## src/hdl/ghs_pkg.sv

```systemverilog
// Shared types, codes and constants for the gamepad hot-plug supervisor.
// Used by ghs_step and gamepad_hotplug_supervisor_top; depends on nothing.
package ghs_pkg;

   // Link state codes.
   localparam logic [1:0] LINK_OFF   = 2'd0;
   localparam logic [1:0] LINK_PLUG  = 2'd1;
   localparam logic [1:0] LINK_READY = 2'd2;

   // Register indexes on the configuration port.
   localparam logic [2:0] REG_MODE_ID_DIGITAL = 3'd0;
   localparam logic [2:0] REG_MODE_ID_ANALOG  = 3'd1;
   localparam logic [2:0] REG_LOSS_LIMIT      = 3'd2;
   localparam logic [2:0] REG_DEADZONE        = 3'd3;
   localparam logic [2:0] REG_STILL_FRAMES    = 3'd4;

   // Register reset values.
   localparam logic [7:0] MODE_ID_DIGITAL_RESET = 8'd65;
   localparam logic [7:0] MODE_ID_ANALOG_RESET  = 8'd115;
   localparam logic [3:0] LOSS_LIMIT_RESET      = 4'd3;
   localparam logic [6:0] DEADZONE_RESET        = 7'd8;
   localparam logic [3:0] STILL_FRAMES_RESET    = 4'd6;

   // State reset values and limits.
   localparam logic [3:0] STILL_COUNT_RESET = 4'd2;
   localparam logic [4:0] LOSS_COUNT_MAX    = 5'd31;
   localparam logic [4:0] LOSS_COUNT_BOUND  = 5'd16;
   localparam logic [8:0] AXIS_CENTRE       = 9'd128;

   typedef struct packed {
      logic [7:0] mode_id_digital;
      logic [7:0] mode_id_analog;
      logic [3:0] loss_limit;
      logic [6:0] deadzone;
      logic [3:0] still_frames;
   } ghs_cfg_type;

   typedef struct packed {
      logic [1:0] link_state;
      logic [4:0] loss_count;
      logic [3:0] still_count;
   } ghs_state_type;

   typedef struct packed {
      logic [7:0] probe_id;
      logic [7:0] reprobe_id;
      logic [7:0] axis_right_x;
      logic [7:0] axis_right_y;
      logic [7:0] axis_left_x;
      logic [7:0] axis_left_y;
   } ghs_item_type;

   typedef struct packed {
      logic       data_valid;
      logic [1:0] link_status;
      logic       do_reconfigure;
      logic       do_poll;
      logic       clear_buffer;
   } ghs_result_type;

endpackage

```

## src/hdl/gamepad_hotplug_supervisor_top.sv

```systemverilog
// Top level of the gamepad hot-plug supervisor: channels, registers, state.
// Depends on ghs_pkg and ghs_step.
//
// One request transfer carries one 10 ms tick of a polled gamepad link: the ID
// bytes of the tick's two probes and the four analog axis bytes. Each request
// gives exactly one response transfer with data valid, the link status after
// the tick and the actions to take (reconfigure, poll, clear the data buffer).
//
// A request is captured in an input register; a short compare-and-update step
// then moves it into the response register and updates the link state, the
// loss counter and the still-frame counter in the same cycle. Response valid
// rises once the item has passed through the input and response registers; one
// item is taken every cycle while the receiver does not stall, which the
// combinational state update allows.
//
// When the receiver stalls, the response register holds its item and the input
// register still accepts one more request; only when both are full is req_stall
// raised. Synchronous reset empties both registers, puts the link in off with a
// loss count of zero and a still count of two, and loads the register defaults.
// The csr_ port writes one of the five registers per cycle and should be used
// only while no transfer is in flight; indexes beyond the list are ignored.
module gamepad_hotplug_supervisor_top (
   input  logic       clock,
   input  logic       reset,
   // Configuration port.
   input  logic       csr_write_enable,
   input  logic [2:0] csr_index,
   input  logic [7:0] csr_write_data,
   // Request channel.
   input  logic       req_valid,
   output logic       req_stall,
   input  logic [7:0] req_probe_id,
   input  logic [7:0] req_reprobe_id,
   input  logic [7:0] req_axis_right_x,
   input  logic [7:0] req_axis_right_y,
   input  logic [7:0] req_axis_left_x,
   input  logic [7:0] req_axis_left_y,
   // Response channel.
   output logic       rsp_valid,
   input  logic       rsp_stall,
   output logic       rsp_data_valid,
   output logic [1:0] rsp_link_status,
   output logic       rsp_do_reconfigure,
   output logic       rsp_do_poll,
   output logic       rsp_clear_buffer
);

   ghs_pkg::ghs_cfg_type    cfg_ff,    cfg_in;
   ghs_pkg::ghs_state_type  state_ff,  state_in;
   ghs_pkg::ghs_item_type   item_ff,   item_in;
   ghs_pkg::ghs_result_type result_ff, result_in;
   ghs_pkg::ghs_state_type  step_state;
   ghs_pkg::ghs_result_type step_result;
   logic                    item_valid_ff, item_valid_in;
   logic                    result_valid_ff, result_valid_in;
   logic                    advance;
   logic                    req_take;

   // The held item advances when the response register is empty or draining.
   assign advance   = item_valid_ff && (!result_valid_ff || !rsp_stall);
   assign req_stall = item_valid_ff && !advance;
   assign req_take  = req_valid && !req_stall;

   ghs_step u_step (
      .cfg        (cfg_ff),
      .state      (state_ff),
      .item       (item_ff),
      .state_next (step_state),
      .result     (step_result)
   );

   always_comb begin
      cfg_in = cfg_ff;
      if (csr_write_enable) begin
         case (csr_index)
            ghs_pkg::REG_MODE_ID_DIGITAL: cfg_in.mode_id_digital = csr_write_data;
            ghs_pkg::REG_MODE_ID_ANALOG:  cfg_in.mode_id_analog  = csr_write_data;
            ghs_pkg::REG_LOSS_LIMIT:      cfg_in.loss_limit      = csr_write_data[3:0];
            ghs_pkg::REG_DEADZONE:        cfg_in.deadzone        = csr_write_data[6:0];
            ghs_pkg::REG_STILL_FRAMES:    cfg_in.still_frames    = csr_write_data[3:0];
            default: begin
            end
         endcase
      end
   end

   always_comb begin
      item_in.probe_id     = req_probe_id;
      item_in.reprobe_id   = req_reprobe_id;
      item_in.axis_right_x = req_axis_right_x;
      item_in.axis_right_y = req_axis_right_y;
      item_in.axis_left_x  = req_axis_left_x;
      item_in.axis_left_y  = req_axis_left_y;
      item_valid_in        = req_take || (item_valid_ff && !advance);
      state_in             = advance ? step_state : state_ff;
      result_in            = step_result;
      result_valid_in      = advance || (result_valid_ff && rsp_stall);
   end

   always_ff @(posedge clock) begin
      if (reset) begin
         cfg_ff.mode_id_digital <= ghs_pkg::MODE_ID_DIGITAL_RESET;
         cfg_ff.mode_id_analog  <= ghs_pkg::MODE_ID_ANALOG_RESET;
         cfg_ff.loss_limit      <= ghs_pkg::LOSS_LIMIT_RESET;
         cfg_ff.deadzone        <= ghs_pkg::DEADZONE_RESET;
         cfg_ff.still_frames    <= ghs_pkg::STILL_FRAMES_RESET;
         state_ff.link_state    <= ghs_pkg::LINK_OFF;
         state_ff.loss_count    <= '0;
         state_ff.still_count   <= ghs_pkg::STILL_COUNT_RESET;
         item_valid_ff          <= 1'b0;
         result_valid_ff        <= 1'b0;
      end else begin
         cfg_ff          <= cfg_in;
         state_ff        <= state_in;
         item_valid_ff   <= item_valid_in;
         result_valid_ff <= result_valid_in;
      end
   end

   // Payload registers load only on a transfer into them.
   always_ff @(posedge clock) begin
      if (req_take) begin
         item_ff <= item_in;
      end
      if (advance) begin
         result_ff <= result_in;
      end
   end

   assign rsp_valid          = result_valid_ff;
   assign rsp_data_valid     = result_ff.data_valid;
   assign rsp_link_status    = result_ff.link_status;
   assign rsp_do_reconfigure = result_ff.do_reconfigure;
   assign rsp_do_poll        = result_ff.do_poll;
   assign rsp_clear_buffer   = result_ff.clear_buffer;

   // A cleared buffer only ever goes with a link that has just dropped to off.
   assert property (@(posedge clock) disable iff (reset)
      (rsp_valid && rsp_clear_buffer) |-> (rsp_link_status == ghs_pkg::LINK_OFF))
      else $error("clear_buffer asserted while link is not off");

   // At most one action per tick.
   assert property (@(posedge clock) disable iff (reset)
      rsp_valid |-> $countones({rsp_do_reconfigure, rsp_do_poll, rsp_clear_buffer}) <= 1)
      else $error("more than one action in one response");

   // Valid stick data is only reported on a polled tick.
   assert property (@(posedge clock) disable iff (reset)
      (rsp_valid && rsp_data_valid) |-> rsp_do_poll)
      else $error("data_valid without a poll");

   // An item that advances always shows up in the response register.
   assert property (@(posedge clock) disable iff (reset)
      advance |=> result_valid_ff)
      else $error("advanced item lost");

   // The loss counter stays within its bound.
   assert property (@(posedge clock) disable iff (reset)
      state_ff.loss_count <= ghs_pkg::LOSS_COUNT_BOUND)
      else $error("loss counter out of range");

endmodule

```

## src/hdl/ghs_step.sv

```systemverilog
// Single-tick update of the supervisor: next link state and result from one item.
// Purely combinational; depends on ghs_pkg.
module ghs_step (
   input  ghs_pkg::ghs_cfg_type    cfg,
   input  ghs_pkg::ghs_state_type  state,
   input  ghs_pkg::ghs_item_type   item,
   output ghs_pkg::ghs_state_type  state_next,
   output ghs_pkg::ghs_result_type result
);

   logic       probe_present;
   logic       reprobe_present;
   logic [4:0] loss_inc;
   logic       loss_drop;
   logic       all_still;

   // An axis is still when its offset from centre lies within +/- deadzone.
   function automatic logic axis_still(input logic [7:0] axis, input logic [6:0] dz);
      logic signed [8:0] offset;
      logic signed [8:0] limit;
      offset = $signed({1'b0, axis}) - $signed(ghs_pkg::AXIS_CENTRE);
      limit  = $signed({2'b00, dz});
      return (offset <= limit) && (offset >= -limit);
   endfunction

   assign probe_present   = (item.probe_id == cfg.mode_id_digital) ||
                            (item.probe_id == cfg.mode_id_analog);
   assign reprobe_present = (item.reprobe_id == cfg.mode_id_digital) ||
                            (item.reprobe_id == cfg.mode_id_analog);

   // The loss counter saturates; the drop test compares the incremented value.
   assign loss_inc  = (state.loss_count == ghs_pkg::LOSS_COUNT_MAX) ?
                      ghs_pkg::LOSS_COUNT_MAX : state.loss_count + 5'd1;
   assign loss_drop = loss_inc > {1'b0, cfg.loss_limit};

   assign all_still = axis_still(item.axis_right_x, cfg.deadzone) &&
                      axis_still(item.axis_right_y, cfg.deadzone) &&
                      axis_still(item.axis_left_x,  cfg.deadzone) &&
                      axis_still(item.axis_left_y,  cfg.deadzone);

   always_comb begin
      state_next = state;
      result     = '0;
      case (state.link_state)
         ghs_pkg::LINK_PLUG: begin
            if (probe_present) begin
               state_next.loss_count = '0;
            end else begin
               state_next.loss_count = loss_inc;
            end
            if (!probe_present && loss_drop) begin
               state_next.link_state = ghs_pkg::LINK_OFF;
            end else begin
               result.do_reconfigure = 1'b1;
               if (reprobe_present) begin
                  state_next.link_state  = ghs_pkg::LINK_READY;
                  state_next.loss_count  = '0;
                  state_next.still_count = cfg.still_frames;
               end
            end
         end
         ghs_pkg::LINK_READY: begin
            if (probe_present) begin
               state_next.loss_count = '0;
            end else begin
               state_next.loss_count = loss_inc;
            end
            if (!probe_present && loss_drop) begin
               state_next.link_state  = ghs_pkg::LINK_OFF;
               state_next.still_count = cfg.still_frames;
               result.clear_buffer    = 1'b1;
            end else begin
               result.do_poll = 1'b1;
               if (state.still_count != 4'd0) begin
                  if (all_still) begin
                     state_next.still_count = state.still_count - 4'd1;
                  end else begin
                     state_next.still_count = cfg.still_frames;
                  end
               end else begin
                  result.data_valid = 1'b1;
               end
            end
         end
         default: begin
            // Off, and the unused code, which behaves as off.
            state_next.link_state = ghs_pkg::LINK_OFF;
            if (probe_present) begin
               state_next.loss_count = '0;
               state_next.link_state = ghs_pkg::LINK_PLUG;
            end
         end
      endcase
      result.link_status = state_next.link_state;
   end

endmodule
```

## config.mk

```make
export PLATFORM = sky130hd
export DESIGN_NAME = gamepad_hotplug_supervisor_top
export DESIGN_NICKNAME = d
export VERILOG_FILES = /design/src/hdl/ghs_pkg.sv /design/src/hdl/gamepad_hotplug_supervisor_top.sv /design/src/hdl/ghs_step.sv
export SDC_FILE = /design/constraint.sdc
export NUM_CORES = 1
export LEC_CHECK = 0
export ABC_AREA = 0
export CORE_ASPECT_RATIO = 0.75
export CORE_MARGIN = 5
export CORE_UTILIZATION = 35
export CTS_CLUSTER_DIAMETER = 80
export DETAILED_ROUTE_END_ITERATION = 16
export DONT_BUFFER_PORTS = 1
export SETUP_SLACK_MARGIN = 0.3
export SLEW_MARGIN = 5
export SYNTH_ARGS = -nofsm -noshare
export SYNTH_HDL_FRONTEND = slang
export SYNTH_SLANG_ARGS = --single-unit
```

## constraint.sdc

```tcl
create_clock -name clock -period 3.8 [get_ports clock]
set_clock_uncertainty 0.2 [all_clocks]
set_input_delay 0.57 -clock clock [delete_from_list [all_inputs] [get_ports clock]]
set_output_delay 0.57 -clock clock [all_outputs]
set_load 0.005 [all_outputs]
```

==> impl_metrics.py <==
metrics = {
    "timing": {
        "rsz0062_at_grt": "false",
        "period_needed_ps": 3349,
        "setup-tns-final_ps": 0,
        "tightest_slew_ps": 930.3,
        "layout_setup_ws_ps": 451.2,
        "drv_slew": 0,
        "finalCritPeriodShare_pct": 88.13,
        "slew_headroom_pct": 37.75,
        "setup_viol": 0,
        "hold_violations": 0,
        "hold-worst-slack_ps": 83.99,
        "fmax_mhz": 298.6,
    },
    "pwr": {
        "peakVddDrop_mv": 0.1826,
        "p_leak_nw": 2.455,
        "power_frac_seq_pct": 50.9,
        "powerDensity_nw_per_um2": 373.9,
        "power.total_mw": 2.357,
        "p_int_mw": 1.780,
        "combPwrFrac_pct": 9.9,
        "switching_power_mw": 0.5771,
        "switching_share_pct": 24.48,
        "pwr-share-clk_pct": 39.2,
    },
    "route": {
        "num_vias": 4136,
        "wl_per_cell_um": 17.47,
        "drt-total-wl_um": 13640,
        "ant_nets": 0,
        "drt-vias-per-instance": 5.296,
        "first_pass_iters": 4,
        "remaining_drc_errors": 0,
        "drtIter0Drc": 272,
    },
    "placement": {
        "dp_hpwl_um": 10430,
        "placed_cell_area_um2": 5867,
        "numPlacedInstances": 758,
        "port_buffers": 0,
        "pre_cts_ws_ps": 114.3,
        "place_congestion": 0.9122,
    },
    "final_layout": {
        "multi_input_area_um2": 2975,
        "diodes": 0,
        "fin_util_pct": 39.74,
        "final_layout_size_suffix_gt1_share_pct": 11.21,
        "nNetsFinal": 687,
        "syn2layout_area_growth_pct": 12.63,
        "fillCellCount": 1514,
        "seq_area_um2": 2505,
        "final_common_cell": "nand2_1",
        "stdcell_area_um2": 6305,
        "mostFrequentLayoutCells": "63 x nand2_1, 55 x ha_1, 54 x edfxtp_1",
        "final_cells": 781,
    },
    "clock_tree": {
        "clock_sinks": 98,
        "cts-root-buf": "clkbuf_16",
        "numCtsBuffers": 9,
        "clk_pin_slew_ps": 70,
        "ctsHoldBuffers": 0,
        "clk_latency_ps": 350,
        "clk_path_buf_depth": 2,
        "cts_htree_levels": 3,
        "cts_tree": "done",
    },
    "synthesis": {
        "synth_edf_count": 54,
        "ys_async_sr_fraction_pct": 0,
        "syn_nets": 674,
        "ys_seq_area_share_pct": 44.70,
        "syn_inst": 553,
        "synth.ff_latch_count": 98,
        "yosysUniqueCellTypes": 67,
        "ys.flop_type": "edfxtp_1",
        "syn_area_per_cell_um2": 10.12,
        "syn_area_um2": 5598,
        "ys.warnings.count": 0,
    },
    "setup_path": {
        "end_kind": "flip-flop",
        "cp.arrival_ps": 3430,
        "cp_cell_sequence": "ha_1 -> and3_2 -> nand2_2 -> nand2b_1 -> ha_1 -> nand3_1 -> o22ai_1 -> o22a_1 -> o31a_1 -> nor3_2 -> o2111ai_2 -> nor2_4 -> mux2_4 -> o211ai_2",
        "critPathSlowestCell": "dfxtp_1",
        "crit_path_max_incr_delay_ps": 350,
        "crit_required_ps": 3880,
        "crit_fanout": 5,
        "crit_top_cell": "ha_1",
        "path_class": "flip-flop to flip-flop",
        "cp-start-kind": "flip-flop",
    },
    "global_route": {
        "grt_pass1_wl_um": 21840,
        "gr-usage-all-layers_pct": 14.97,
        "overflow": 0,
        "antenna_found_initial": 1,
        "grt_max_degree": 49,
        "grt_pass1_vias": 4195,
    },
    "worst_hold_path": {
        "hold_path_class": "input port to flip-flop",
    },
    "floorplanning": {
        "die_x_um": 156.0,
        "rows": 40,
        "die-height_um": 119.5,
        "core_um2": 15870,
        "ioPinCount": 72,
        "initial_core_util_pct": 35.28,
        "dieArea_um2": 18650,
    },
    "job": {
        "maxCapViolations": 0,
    },
    "outcome": {
        "status": "finished, final reports clean",
    },
}
-- routing by layer --
layer | part of all wire, % | up-vias | track usage [%]
met1 | 47 | 1982 | 19.81
met2 | 44 | 96 | 22.47
met4 | 0.89 | 2 | 5.085
met3 | 7.1 | 12 | 5.624
li1 | - | 2044 | -
met5 | 0.095 | - | 0
-- sequential cells by signal (all words and copies together), names as in the netlist --
signal,flops
rsp_clear_buffer,1
rsp_valid,1
state_ff,11
rsp_do_reconfigure,1
item_valid_ff,1
cfg_ff,31
rsp_link_status,2
rsp_do_poll,1
item_ff,48
rsp_data_valid,1
-- cells by family after synthesis --
logic type,after synthesis,synth area share (%)
AOI/OAI and AO/OA,116,13.43
adders and majority gates,59,13.10
and+or+nand+nor,173,15.74
buffers and inverters,50,3.576
xor gates and xnor gates,43,6.862
DFF,98,44.70
muxes,14,2.593
-- critical path: cells and delay by family (launching register included) --
kind            cells  cell delay [ps]
flops               1              350
simple gates        6              970
fa+ha+maj           2              530
mux                 1              320
compound gates      5              930
-- layout make-up --
cell class	instances	share of cell area, %
multi-input cells	405	47.19
well taps	210	4.167
clock inverters	5	0.7343
flip-flops and latches	98	39.73
inverters	37	2.203
repair buffers	15	1.786
clock buffers	11	4.187
-- repair_timing --
action | in CTS | in global routing
setup buffers | 3 | 4
pin swaps | 5 | 7
endpoints found under the setup margin | 4 | 9
resized for setup | 8 | 13
-- cells in the mapped netlist, types with 2 or more instances --
master | number | area [um2]
mux2i_1 | 13 | 130.1
nor2_1 | 29 | 108.9
maj3_1 | 2 | 20.02
nand2_1 | 65 | 244.0
a31oi_1 | 5 | 31.28
o21a_1 | 4 | 30.03
nand2b_1 | 3 | 18.77
nor4_1 | 9 | 56.30
edfxtp_1 | 54 | 1622
o21ai_1 | 2 | 10.01
nand4b_1 | 3 | 26.28
nor2b_1 | 8 | 50.05
o311ai_0 | 2 | 17.52
ha_1 | 57 | 713.2
nor2_4 | 2 | 22.52
a31o_2 | 3 | 26.28
a211oi_1 | 3 | 22.52
inv_1 | 37 | 138.9
o211ai_1 | 3 | 22.52
dfxtp_1 | 44 | 880.8
a21oi_1 | 41 | 205.2
or3_1 | 4 | 25.02
o2111ai_1 | 2 | 17.52
clkbuf_1 | 10 | 37.54
nand3_1 | 14 | 70.07
o31ai_1 | 3 | 22.52
xnor2_1 | 5 | 43.79
nand3b_1 | 4 | 30.03
a22oi_1 | 7 | 52.55
o21ai_0 | 20 | 100.1
and3_1 | 8 | 50.05
nor3b_1 | 2 | 15.01
a32oi_1 | 2 | 17.52
and2_1 | 3 | 18.77
nor3_1 | 6 | 30.03
a21o_1 | 2 | 15.01
xor2_1 | 37 | 324.1
nand4_1 | 6 | 37.54
-- power by group through the flow --
stage | clock network (mW) | registers [mW] | logic [mW]
2_1_floorplan | 0 | 1.21 | 0.176
3_3_place_gp | 0 | 1.22 | 0.215
3_5_place_dp | 0 | 1.22 | 0.225
4_1_cts | 0.965 | 1.20 | 0.232
5_1_grt | 1.01 | 1.21 | 0.265
6_report | 0.924 | 1.20 | 0.233
-- worst paths after layout --
path                            start                  endpoint  slack, ps  depth (start not counted)
max          state_ff[4]$_SDFFE_PP0P_  state_ff[1]$_SDFFE_PP1P_        450                         14
min                             reset    cfg_ff[5]$_SDFFE_PP0P_         80                          1
max reg2reg  state_ff[4]$_SDFFE_PP0P_  state_ff[1]$_SDFFE_PP1P_        450                         14
min reg2reg    cfg_ff[5]$_SDFFE_PP0P_    cfg_ff[5]$_SDFFE_PP0P_        270                          2
Note: power is estimated with default switching activity, not from simulation.
